===== src/hw/rtl/msw_pkg.sv =====
// shared types, constants and helpers for the mate search window calculator
`timescale 1ns / 1ps
`default_nettype none

package msw_pkg;

  // reference coordinate width, valid from 16 to 40
  localparam int unsigned COORD_BITS = 32;
  localparam int unsigned CFG_BITS   = 24;
  localparam int unsigned OUT_BITS   = 32;
  localparam int unsigned IN_BITS    = 32;
  localparam int unsigned RL_BITS    = 16;

  // arithmetic width: room for coordinate plus config offsets and a sign
  localparam int unsigned AW = ((COORD_BITS > OUT_BITS) ? COORD_BITS : OUT_BITS) + 2;

  localparam logic [IN_BITS-1:0] IN_MASK = (COORD_BITS >= IN_BITS) ? {IN_BITS{1'b1}} :
                                           IN_BITS'((65'd1 << COORD_BITS) - 65'd1);
  localparam logic signed [AW-1:0] COORD_MAX = AW'((65'd1 << COORD_BITS) - 65'd1);

  localparam int unsigned IN_TDATA_W  = 120;
  localparam int unsigned OUT_TDATA_W = 136;

  // register indexes
  localparam int unsigned CFG_IDX_W = 2;
  localparam logic [CFG_IDX_W-1:0] REG_FRAGMENT_LENGTH = 2'd0;
  localparam logic [CFG_IDX_W-1:0] REG_CLOSE_WINDOW    = 2'd1;
  localparam logic [CFG_IDX_W-1:0] REG_FAR_WINDOW      = 2'd2;

  localparam logic [CFG_BITS-1:0] RST_FRAGMENT_LENGTH = 24'd300;
  localparam logic [CFG_BITS-1:0] RST_CLOSE_WINDOW    = 24'd2000;
  localparam logic [CFG_BITS-1:0] RST_FAR_WINDOW      = 24'd100000;

  typedef struct packed {
    logic [CFG_BITS-1:0] fragment_length;
    logic [CFG_BITS-1:0] close_window;
    logic [CFG_BITS-1:0] far_window;
  } cfg_t;

  typedef struct packed {
    logic               direction;
    logic [IN_BITS-1:0] anchor_start;
    logic [IN_BITS-1:0] anchor_end;
    logic [RL_BITS-1:0] read_length;
    logic [IN_BITS-1:0] chrom_length;
  } item_t;

  typedef struct packed {
    logic                window_ok;
    logic [OUT_BITS-1:0] close_begin;
    logic [OUT_BITS-1:0] close_end;
    logic [OUT_BITS-1:0] far_begin;
    logic [OUT_BITS-1:0] far_end;
  } res_t;

  // input coordinate reduced modulo 2^COORD_BITS, widened to the arithmetic width
  function automatic logic signed [AW-1:0] coord_to_aw(input logic [IN_BITS-1:0] x);
    return $signed(AW'(x & IN_MASK));
  endfunction

endpackage

`default_nettype wire


===== src/hw/rtl/msw_cfg_regs.sv =====
// configuration registers: fragment length, close and far window lengths
`timescale 1ns / 1ps
`default_nettype none

module msw_cfg_regs (
  input  wire logic                           clk_i,
  input  wire logic                           rst_ni,
  input  wire logic                           cfg_we_i,
  input  wire logic [msw_pkg::CFG_IDX_W-1:0]  cfg_addr_i,
  input  wire logic [msw_pkg::CFG_BITS-1:0]   cfg_wdata_i,
  output msw_pkg::cfg_t                       cfg_o
);
  import msw_pkg::*;

  cfg_t cfg_q, cfg_d;

  always_comb begin
    cfg_d = cfg_q;
    if (cfg_we_i) begin
      case (cfg_addr_i)
        REG_FRAGMENT_LENGTH: cfg_d.fragment_length = cfg_wdata_i;
        REG_CLOSE_WINDOW:    cfg_d.close_window    = cfg_wdata_i;
        REG_FAR_WINDOW:      cfg_d.far_window      = cfg_wdata_i;
        default:             cfg_d = cfg_q;
      endcase
    end
  end

  always_ff @(posedge clk_i or negedge rst_ni) begin
    if (!rst_ni) begin
      cfg_q.fragment_length <= RST_FRAGMENT_LENGTH;
      cfg_q.close_window    <= RST_CLOSE_WINDOW;
      cfg_q.far_window      <= RST_FAR_WINDOW;
    end else begin
      cfg_q <= cfg_d;
    end
  end

  assign cfg_o = cfg_q;

endmodule

`default_nettype wire


===== src/hw/rtl/msw_calc.sv =====
// window arithmetic: close and far windows for one anchored read
`timescale 1ns / 1ps
`default_nettype none

module msw_calc (
  input  wire msw_pkg::item_t item_i,
  input  wire msw_pkg::cfg_t  cfg_i,
  output msw_pkg::res_t       res_o
);
  import msw_pkg::*;

  localparam logic signed [AW-1:0] ONE  = AW'(1);
  localparam logic signed [AW-1:0] ZERO = '0;

  logic signed [AW-1:0] start, aend, len, rl, frag, cw, half, fw;
  logic signed [AW-1:0] cb_dn, ce_raw_dn, ce_dn, fe_raw_dn, fe_dn;
  logic signed [AW-1:0] u_up, ce_up, ce1_up, cb_up, fb_up;
  logic                 fail_dn, fail_up, cw_zero;
  logic signed [AW-1:0] cb, ce, fb, fe;
  logic                 ok;

  always_comb begin
    start   = coord_to_aw(item_i.anchor_start);
    aend    = coord_to_aw(item_i.anchor_end);
    len     = coord_to_aw(item_i.chrom_length);
    rl      = $signed(AW'(item_i.read_length));
    frag    = $signed(AW'(cfg_i.fragment_length));
    cw      = $signed(AW'(cfg_i.close_window));
    half    = $signed(AW'(cfg_i.close_window[CFG_BITS-1:1]));
    // zero far window acts as a one-base window
    fw      = (cfg_i.far_window == '0) ? ONE : $signed(AW'(cfg_i.far_window));
    cw_zero = (cfg_i.close_window == '0);

    // downstream: windows begin at anchor end + 1 + fragment - half close window, ends clipped at chromosome end
    cb_dn     = aend + ONE + frag - half;
    ce_raw_dn = cb_dn + cw - ONE;
    ce_dn     = (ce_raw_dn >= len) ? len - ONE : ce_raw_dn;
    fe_raw_dn = cb_dn + fw - ONE;
    fe_dn     = (fe_raw_dn >= len) ? len - ONE : fe_raw_dn;
    fail_dn   = (cb_dn < ZERO) || (cb_dn >= len) || cw_zero ||
                ((ce_dn - cb_dn + ONE) < rl);

    // upstream: windows end at anchor start plus half the close window minus one minus fragment length, clipped at zero
    u_up    = start + half;
    ce_up   = u_up - ONE - frag;
    ce1_up  = u_up - frag;
    cb_up   = (ce1_up >= cw) ? ce1_up - cw : ZERO;
    fb_up   = (ce1_up >= fw) ? ce1_up - fw : ZERO;
    fail_up = (u_up <= (ONE + frag)) || cw_zero || (ce_up > COORD_MAX) || (ce1_up < rl);

    if (item_i.direction) begin
      ok = !fail_up;
      cb = cb_up;
      ce = ce_up;
      fb = fb_up;
      fe = ce_up;
    end else begin
      ok = !fail_dn;
      cb = cb_dn;
      ce = ce_dn;
      fb = cb_dn;
      fe = fe_dn;
    end

    res_o.window_ok   = ok;
    res_o.close_begin = ok ? cb[OUT_BITS-1:0] : '0;
    res_o.close_end   = ok ? ce[OUT_BITS-1:0] : '0;
    res_o.far_begin   = ok ? fb[OUT_BITS-1:0] : '0;
    res_o.far_end     = ok ? fe[OUT_BITS-1:0] : '0;
  end

endmodule

`default_nettype wire


===== src/hw/rtl/mate_search_window_calc.sv =====
// top level of the mate search window calculator
//
//  port group      dir   role
//  s_axis_*        in    anchored read transfers (direction, coordinates, lengths)
//  m_axis_*        out   search window transfers (ok flag, close and far windows)
//  cfg_*           in    register writes: fragment length, close window, far window
//
//  an input transfer passes the input register, window arithmetic and the result
//  register in that order; one read is taken every cycle when the output flows
//  a stalled output holds its result while the input register still takes one read
//  reset clears both stage valids and loads the register defaults
`timescale 1ns / 1ps
`default_nettype none

module mate_search_window_calc (
  input  wire logic                              clk_i,
  input  wire logic                              rst_ni,
  // [0] direction, [32:1] anchor_start, [64:33] anchor_end,
  // [80:65] read_length, [112:81] chrom_length, [119:113] zero
  input  wire logic [msw_pkg::IN_TDATA_W-1:0]    s_axis_tdata,
  input  wire logic                              s_axis_tvalid,
  output logic                                   s_axis_tready,
  // [0] window_ok, [32:1] close_begin, [64:33] close_end,
  // [96:65] far_begin, [128:97] far_end, [135:129] zero
  output logic [msw_pkg::OUT_TDATA_W-1:0]        m_axis_tdata,
  output logic                                   m_axis_tvalid,
  input  wire logic                              m_axis_tready,
  input  wire logic                              cfg_we_i,
  input  wire logic [msw_pkg::CFG_IDX_W-1:0]     cfg_addr_i,
  input  wire logic [msw_pkg::CFG_BITS-1:0]      cfg_wdata_i
);
  import msw_pkg::*;

  cfg_t  cfg;
  item_t in_item;
  item_t in_q;
  logic  in_vld_q, in_vld_d;
  res_t  calc_res;
  res_t  out_q;
  logic  out_vld_q, out_vld_d;
  logic  out_adv, in_take;

  msw_cfg_regs u_cfg (
    .clk_i       (clk_i),
    .rst_ni      (rst_ni),
    .cfg_we_i    (cfg_we_i),
    .cfg_addr_i  (cfg_addr_i),
    .cfg_wdata_i (cfg_wdata_i),
    .cfg_o       (cfg)
  );

  always_comb begin
    in_item.direction    = s_axis_tdata[0];
    in_item.anchor_start = s_axis_tdata[32:1];
    in_item.anchor_end   = s_axis_tdata[64:33];
    in_item.read_length  = s_axis_tdata[80:65];
    in_item.chrom_length = s_axis_tdata[112:81];
  end

  // result register can load when empty or being drained
  assign out_adv       = !out_vld_q || m_axis_tready;
  assign s_axis_tready = !in_vld_q || out_adv;
  assign in_take       = s_axis_tvalid && s_axis_tready;

  assign in_vld_d  = in_take || (in_vld_q && !out_adv);
  assign out_vld_d = out_adv ? in_vld_q : out_vld_q;

  msw_calc u_calc (
    .item_i (in_q),
    .cfg_i  (cfg),
    .res_o  (calc_res)
  );

  always_ff @(posedge clk_i or negedge rst_ni) begin
    if (!rst_ni) begin
      in_vld_q  <= 1'b0;
      out_vld_q <= 1'b0;
    end else begin
      in_vld_q  <= in_vld_d;
      out_vld_q <= out_vld_d;
    end
  end

  always_ff @(posedge clk_i) begin
    if (in_take) begin
      in_q <= in_item;
    end
    if (out_adv && in_vld_q) begin
      out_q <= calc_res;
    end
  end

  assign m_axis_tvalid = out_vld_q;
  assign m_axis_tdata  = {7'd0, out_q.far_end, out_q.far_begin, out_q.close_end,
                          out_q.close_begin, out_q.window_ok};

  // failed windows carry all-zero regions
  assert property (@(posedge clk_i) disable iff (!rst_ni)
    (out_vld_q && !out_q.window_ok) |->
      (out_q.close_begin == '0 && out_q.close_end == '0 &&
       out_q.far_begin == '0 && out_q.far_end == '0))
    else $error("failed result with nonzero window");

  // a result appears only after an item sat in the input register
  assert property (@(posedge clk_i) disable iff (!rst_ni)
    $rose(out_vld_q) |-> $past(in_vld_q))
    else $error("result without input item");

  // input register fills only from an input transfer
  assert property (@(posedge clk_i) disable iff (!rst_ni)
    $rose(in_vld_q) |-> $past(s_axis_tvalid && s_axis_tready))
    else $error("input stage filled without transfer");

  // an item blocked by a stalled output is kept unchanged
  assert property (@(posedge clk_i) disable iff (!rst_ni)
    (in_vld_q && !out_adv) |=> (in_vld_q && $stable(in_q)))
    else $error("blocked item lost or overwritten");

endmodule

`default_nettype wire


===== config.mk =====
export PLATFORM = sky130hd
export DESIGN_NAME = mate_search_window_calc
export DESIGN_NICKNAME = d
export VERILOG_FILES = /design/src/hw/rtl/msw_pkg.sv /design/src/hw/rtl/msw_cfg_regs.sv /design/src/hw/rtl/msw_calc.sv /design/src/hw/rtl/mate_search_window_calc.sv
export SDC_FILE = /design/constraint.sdc
export NUM_CORES = 1
export LEC_CHECK = 0
export BUFFER_PORTS_ARGS = -buffer_cell sky130_fd_sc_hd__buf_2
export CELL_PAD_IN_SITES_DETAIL_PLACEMENT = 1
export CELL_PAD_IN_SITES_GLOBAL_PLACEMENT = 1
export CORE_ASPECT_RATIO = 0.8
export CORE_UTILIZATION = 40
export CTS_CLUSTER_DIAMETER = 120
export DETAILED_ROUTE_END_ITERATION = 12
export HOLD_SLACK_MARGIN = 0.06
export PLACE_DENSITY = 0.69
export SYNTH_ARGS = -nofsm -noshare
export SYNTH_HDL_FRONTEND = slang
export SYNTH_SLANG_ARGS = --single-unit

===== constraint.sdc =====
create_clock -name clk_i -period 37.2 [get_ports clk_i]
set_input_delay 7.44 -clock clk_i [delete_from_list [all_inputs] [get_ports clk_i]]
set_output_delay 7.44 -clock clk_i [all_outputs]
set_load 0.05 [all_outputs]

* Word level (Yosys, flattened, before mapping)
Cells that the tools add are included.
** Word-level totals
- Output and inout bits :: 138
- Word-level logic and storage cells :: 77
- Input port bits :: 151
- Register bits :: 316
** Operators by class
- Reduce and logical (&&, ||, !) cells :: 23
- Add/sub/neg operators :: 17
- $lt $le $gt $ge :: 10
- Equal/unequal tests :: 2
- Mux-type cells :: 10
** Operators by type and width (number)
- 32-bit two-way mux :: 7
- 34-bit by 25-bit adder with 34-bit output :: 3
- 34-bit by 33-bit greater-or-equal comparator with 1-bit output :: 3
- 34-bit by 2-bit subtractor with 34-bit output (second input constant) :: 3
- 34-bit by 25-bit greater-or-equal comparator with 1-bit output :: 2
- 34-bit by 17-bit < comparator with 1-bit output :: 2
- 32-bit by 25-bit subtractor with 32-bit output :: 2
- 24-bit logical NOT :: 2
- 34-bit by 2-bit adder with 34-bit output (second input constant) :: 1
- 34-bit by 33-bit greater-than comparator with 1-bit output (second input constant) :: 1
- 34-bit <= comparator :: 1
- 34-bit by 1-bit < comparator with 1-bit output (second input constant) :: 1
- 34-bit two-way mux :: 1
- 33-bit by 24-bit subtractor with 34-bit output :: 1
- 34-bit by 24-bit subtractor with 34-bit output :: 1
- 34-bit by 25-bit subtractor with 34-bit output :: 1
- 34-bit subtractor :: 1
- 32-bit by 1-bit adder with 33-bit output (second input constant) :: 1
- 32-bit by 23-bit adder with 33-bit output :: 1
- 32-bit by 1-bit subtractor with 33-bit output (second input constant) :: 1
- 1-bit by 24-bit adder with 25-bit output (first input constant) :: 1
- 24-bit two-way mux :: 1
- 1-bit logical OR :: 9
- 2-bit AND reduction :: 3
- other kinds (6) :: 12

* Logic depth before layout (Yosys ltp)
- Word-level depth :: 13
- Gate-level depth with buffers :: 71
- Gate-level depth less buffers :: 67

* Cells and area by module
Synthesis repeated with hierarchy kept, for this count alone.
** Second synthesis, totals
- Cell total of the unflattened synthesis :: 3602
- Area total of the unflattened synthesis :: 31856.8 sq um
** By module, submodules not included
- msw_calc :: seq. area each 0.0 sq um, cells each 3191, area an instance 21690.8 sq um, times used 1
- mate_search_window_calc :: seq. area each 7317.0 sq um, cells each 258, area an instance 7427.1 sq um, times used 1
- msw_cfg_regs :: seq. area each 1821.7 sq um, cells each 153, area an instance 2738.9 sq um, times used 1

* Worst setup path before layout
Ideal clock, no wire load.
- Kind :: input to output
- Start :: input port m_axis_tready
- End :: output port s_axis_tready
- Buffers on the path :: 0
- Data required time :: 29.760 ns
- Stages :: 1
- Arrival :: 7.923 ns
- Slack :: 21.837 ns
- Cell sequence :: nand3b_1
** Between the ends
- Word-level cells in the longest chain between the ends :: 2
** RTL lines
- start, declared :: RTL line mate_search_window_calc.sv:27 : input wire logic m_axis_tready,
- 1-bit logical OR :: RTL line mate_search_window_calc.sv:61 : assign out_adv = !out_vld_q || m_axis_tready;
- 1-bit logical OR :: RTL line mate_search_window_calc.sv:62 : assign s_axis_tready = !in_vld_q || out_adv;
- end, declared :: RTL line mate_search_window_calc.sv:22 : output logic s_axis_tready,
No other way between the ends.

* Final worst setup path
- Start :: register in_q[48] (netlist name)
- End :: register out_q, in the netlist m_axis_tdata[99], data pin
** Between the ends
- Word-level cells in the longest chain between the ends :: 13
- Elaborated cells between the ends (all ways) :: 22
- Those cells by class :: add/sub: 9; order compare: 5; mux: 4; reduce/logical: 4
** RTL lines
- start, declared :: RTL line mate_search_window_calc.sv:36 : item_t in_q;
- start signal, assigned :: RTL line mate_search_window_calc.sv:86 : in_q <= in_item;
- 32-bit by 1-bit adder with 33-bit output * :: RTL line msw_calc.sv:35 : cb_dn = aend + ONE + frag - half;
- 34-bit by 25-bit adder with 34-bit output * :: RTL line msw_calc.sv:35
- 34-bit by 24-bit subtractor with 34-bit output * :: RTL line msw_calc.sv:35
- 34-bit by 25-bit adder with 34-bit output :: RTL line msw_calc.sv:36 : ce_raw_dn = cb_dn + cw - ONE;
- 34-bit by 2-bit subtractor with 34-bit output :: RTL line msw_calc.sv:36
- 34-bit by 33-bit greater-or-equal comparator with 1-bit output :: RTL line msw_calc.sv:37 : ce_dn = (ce_raw_dn >= len) ? len - ONE : ce_raw_dn;
- 34-bit two-way mux :: RTL line msw_calc.sv:37
- 34-bit subtractor :: RTL line msw_calc.sv:41 : ((ce_dn - cb_dn + ONE) < rl);
- 34-bit by 2-bit adder with 34-bit output :: RTL line msw_calc.sv:41
- 34-bit by 17-bit < comparator with 1-bit output :: RTL line msw_calc.sv:41
- 1-bit logical OR :: RTL line msw_calc.sv:40 : fail_dn = (cb_dn < ZERO) || (cb_dn >= len) || cw_zero ||
- 1-bit logical NOT :: RTL line msw_calc.sv:58 : ok = !fail_dn;
- 1-bit two-way mux :: RTL line msw_calc.sv:51 : if (item_i.direction) begin
- end signal, assigned :: RTL line mate_search_window_calc.sv:89 : out_q <= calc_res;
- end, declared :: RTL line mate_search_window_calc.sv:39 : res_t out_q;
Mark *: on every way between the ends. The rest lies on a longest branch, timed or not.
A chain may end at the register's enable or synchronous reset.

==> results.tsv <==
metric	value	unit
initial core utilization	40.4	%
Worst EP required	37.46	ns
Startpoint Class	flop	
dominant cell type by area after synthesis	edfxtp_1	
Clock Pin Slew Worst Setup and Hold Paths	0.06	ns
initial antenna violation count	2	
final period utilization	49.7	%
Main synth FF type	edfxtp_1	
worst min path class	reg2reg	
drt wl/cell	24.5	µm
post-synthesis adder-cell area fraction	18.7	%
Post-synth EDFFs	242	
diodes inserted	0	
first-pass GRT wire length	180000	µm
Post-CTS Repair Setup Buffers	0	
share of layout cells above drive strength 1	12.9	%
post-synthesis cell count	3647	
critical path type	reg2reg	
most frequent CP cell	ha_1	
yosys warns	0	
top post-synthesis cells by area	edfxtp_1, ha_1, xnor2_1, a21oi_1, dfrtp_1	
chip width	321	µm
I/O pin count	289	
Slew headroom	17.3	%
Synth-to-Final Area Change	11.1	%
post-synthesis sequential area ratio	28.1	%
Filler Cells Inserted	9506	
First-pass DRT Iterations	6	
Worst Hold Launch	in_vld_q	
Synth cell types	94	
Synth Area in Compound Gates	20.0	%
Post-Synth XOR/XNOR Area	9.34	%
total grt overflow	0	
final net count	4497	
total die area	82400	µm²
Post-Route WL	123000	µm
final setup violating endpoints	0	
largest net degree at the start of global routing	75	
Worst Max-Slew Pin Slew	1.23	ns
Crit. Startpoint	in_q[48]	
ys async rst share	23.4	%
Rows	93	
Clock Latency Late Sink	0.59	ns
routed vias	29200	
Clock Tree Buf Depth	3	
mux cell area share after synthesis	3.04	%
Setup crit end kind	flop	
Worst path max stage delay	0.90	ns
Final Wtd Congestion	0.945	
Num CTS Buffers	36	
Root Buffer	clkbuf_16	
main combinational cell family by area after synthesis	compound AO/OA/AOI/OAI gates	
setup_tns	0	ns
GRT Util Overall	29.1	%
Residual DRC	0	
Clock Sinks	316	
vias in the first global route	28900	
Crit-path slowest cell	xnor2_1	
multi-input logic area	21600	µm²
Synth Area in Simple Gates	15.2	%
hold_buf cts	0	
core area	80500	µm²
syn_area_per_cell	8.91	µm²
register area	9140	µm²
clk_skew	0.0146	ns
TritonCTS clock tree	built	
Port Buf Inserts	274	
Crit Path Max Fanout	74	
max cap viols	0	
DR vias/cell	5.85	
reg-to-reg startpoint	in_q[48]	
final hold violation count	0	
status	completed	
post-route antenna net violation count	0	
die height	257	µm
post-synthesis cell area	32500	µm²
area share of the leading cell type in the synthesized netlist	22.4	%
H-tree depth	2	
fmax	54.1	MHz
Max Slew Vio Count	0	
violation count after the first detailed-route iteration	2470	
Tmin final	18.47	ns
DP Wirelength	102000	µm
Post-CTS Resized	0	
RSZ-0062 raised after global routing	no	
synthesized flop and latch total	316	
Critical Path AT	18.74	ns
layout by cell type, fill, tap and decap left out, types with 80 or more instances in the layout:
| cell | instances |
|---|---|
| a21o_1 | 129 |
| a21oi_1 | 303 |
| buf_2 | 273 |
| edfxtp_1 | 242 |
| ha_1 | 435 |
| inv_1 | 325 |
| nand2_1 | 213 |
| nand3_1 | 84 |
| nor2_1 | 256 |
| nor3_1 | 106 |
| o21a_1 | 80 |
| o21ai_0 | 156 |
| xnor2_1 | 243 |
| xor2_1 | 100 |
state kept, by name (all words and copies together) (netlist names):
| register | cells |
|---|---|
| u_cfg.cfg_o | 72 |
| m_axis_tvalid | 1 |
| m_axis_tdata | 129 |
| in_vld_q | 1 |
| in_q | 113 |
cells by family after synthesis:
kind of cell	after synthesis
AOI/OAI and AO/OA	980
xor gates and xnor gates	345
adders and majority gates	466
buffers and inverters	444
DFF	316
muxes	92
other	1
and+or+nand+nor	1003
stage by stage:
stage / cell area, µm² / hold slack [ns] / util (%) / worst slack, ns / std cells
finish: 36100 / 0.501 / 44.8 / 18.73 / 4997
global route: 36100 / 0.551 / 44.8 / 17.70 / 4997
CTS: 36100 / 0.505 / 44.8 / 18.86 / 4997
detailed placement: 35000 / 0.491 / 43.4 / 18.99 / 4934
global placement: 35000 / 0.486 / 43.4 / 19.16 / 4934
floorplan: 32500 / 0.449 / - / 21.84 / 3653
cells in the mapped netlist, types with 84 or more instances:
cell type,number
ha_1,435
inv_1,325
a21oi_1,303
nor2_1,256
xnor2_1,243
edfxtp_1,242
nand2_1,213
o21ai_0,156
a21o_1,129
nor3_1,106
xor2_1,100
nand3_1,84
area by class of cell:
class	instances	share of cell area (%)
Clock inverter	15	0.523
Clock buffer	48	2.65
Inverter	326	3.39
Multi-Input combinational cell	2893	59.9
Sequential cell	316	25.3
Timing Repair Buffer	307	4.49
Tap cell	1092	3.78
worst paths after layout:
check | cells after the start | endpoint | slack, ns
max in group asynchronous | 2 | u_cfg.cfg_o[1] | 29.43
setup reg to reg | 69 | m_axis_tdata[99] | 18.73
setup / recovery | 69 | m_axis_tdata[99] | 18.73
min in group asynchronous | 1 | u_cfg.cfg_o[47] | 6.65
hold / removal | 1 | m_axis_tvalid | 0.50
hold reg to reg | 1 | m_axis_tvalid | 0.50
worst max-delay path, delay by kind of cell, from the launching register on:
family / cells / cell delay (ns)
xor+xnor: 5 / 1.85
flops: 1 / 0.39
compound gates: 23 / 5.82
simple gates: 24 / 5.31
fa+ha+maj: 9 / 2.83
buf+inv: 8 / 1.80
layer usage:
layer	vias up	track usage [%]	wire length [µm]
met5	-	0	0
met4	0	6.69	2750
met3	130	3.82	7550
met2	852	44.1	52100
met1	14500	43.6	60200
li1	13700	-	-
Power is left out: the tool's default activity adds up to more than one toggle a clock period on the data nets, which glitch-free logic cannot reach.
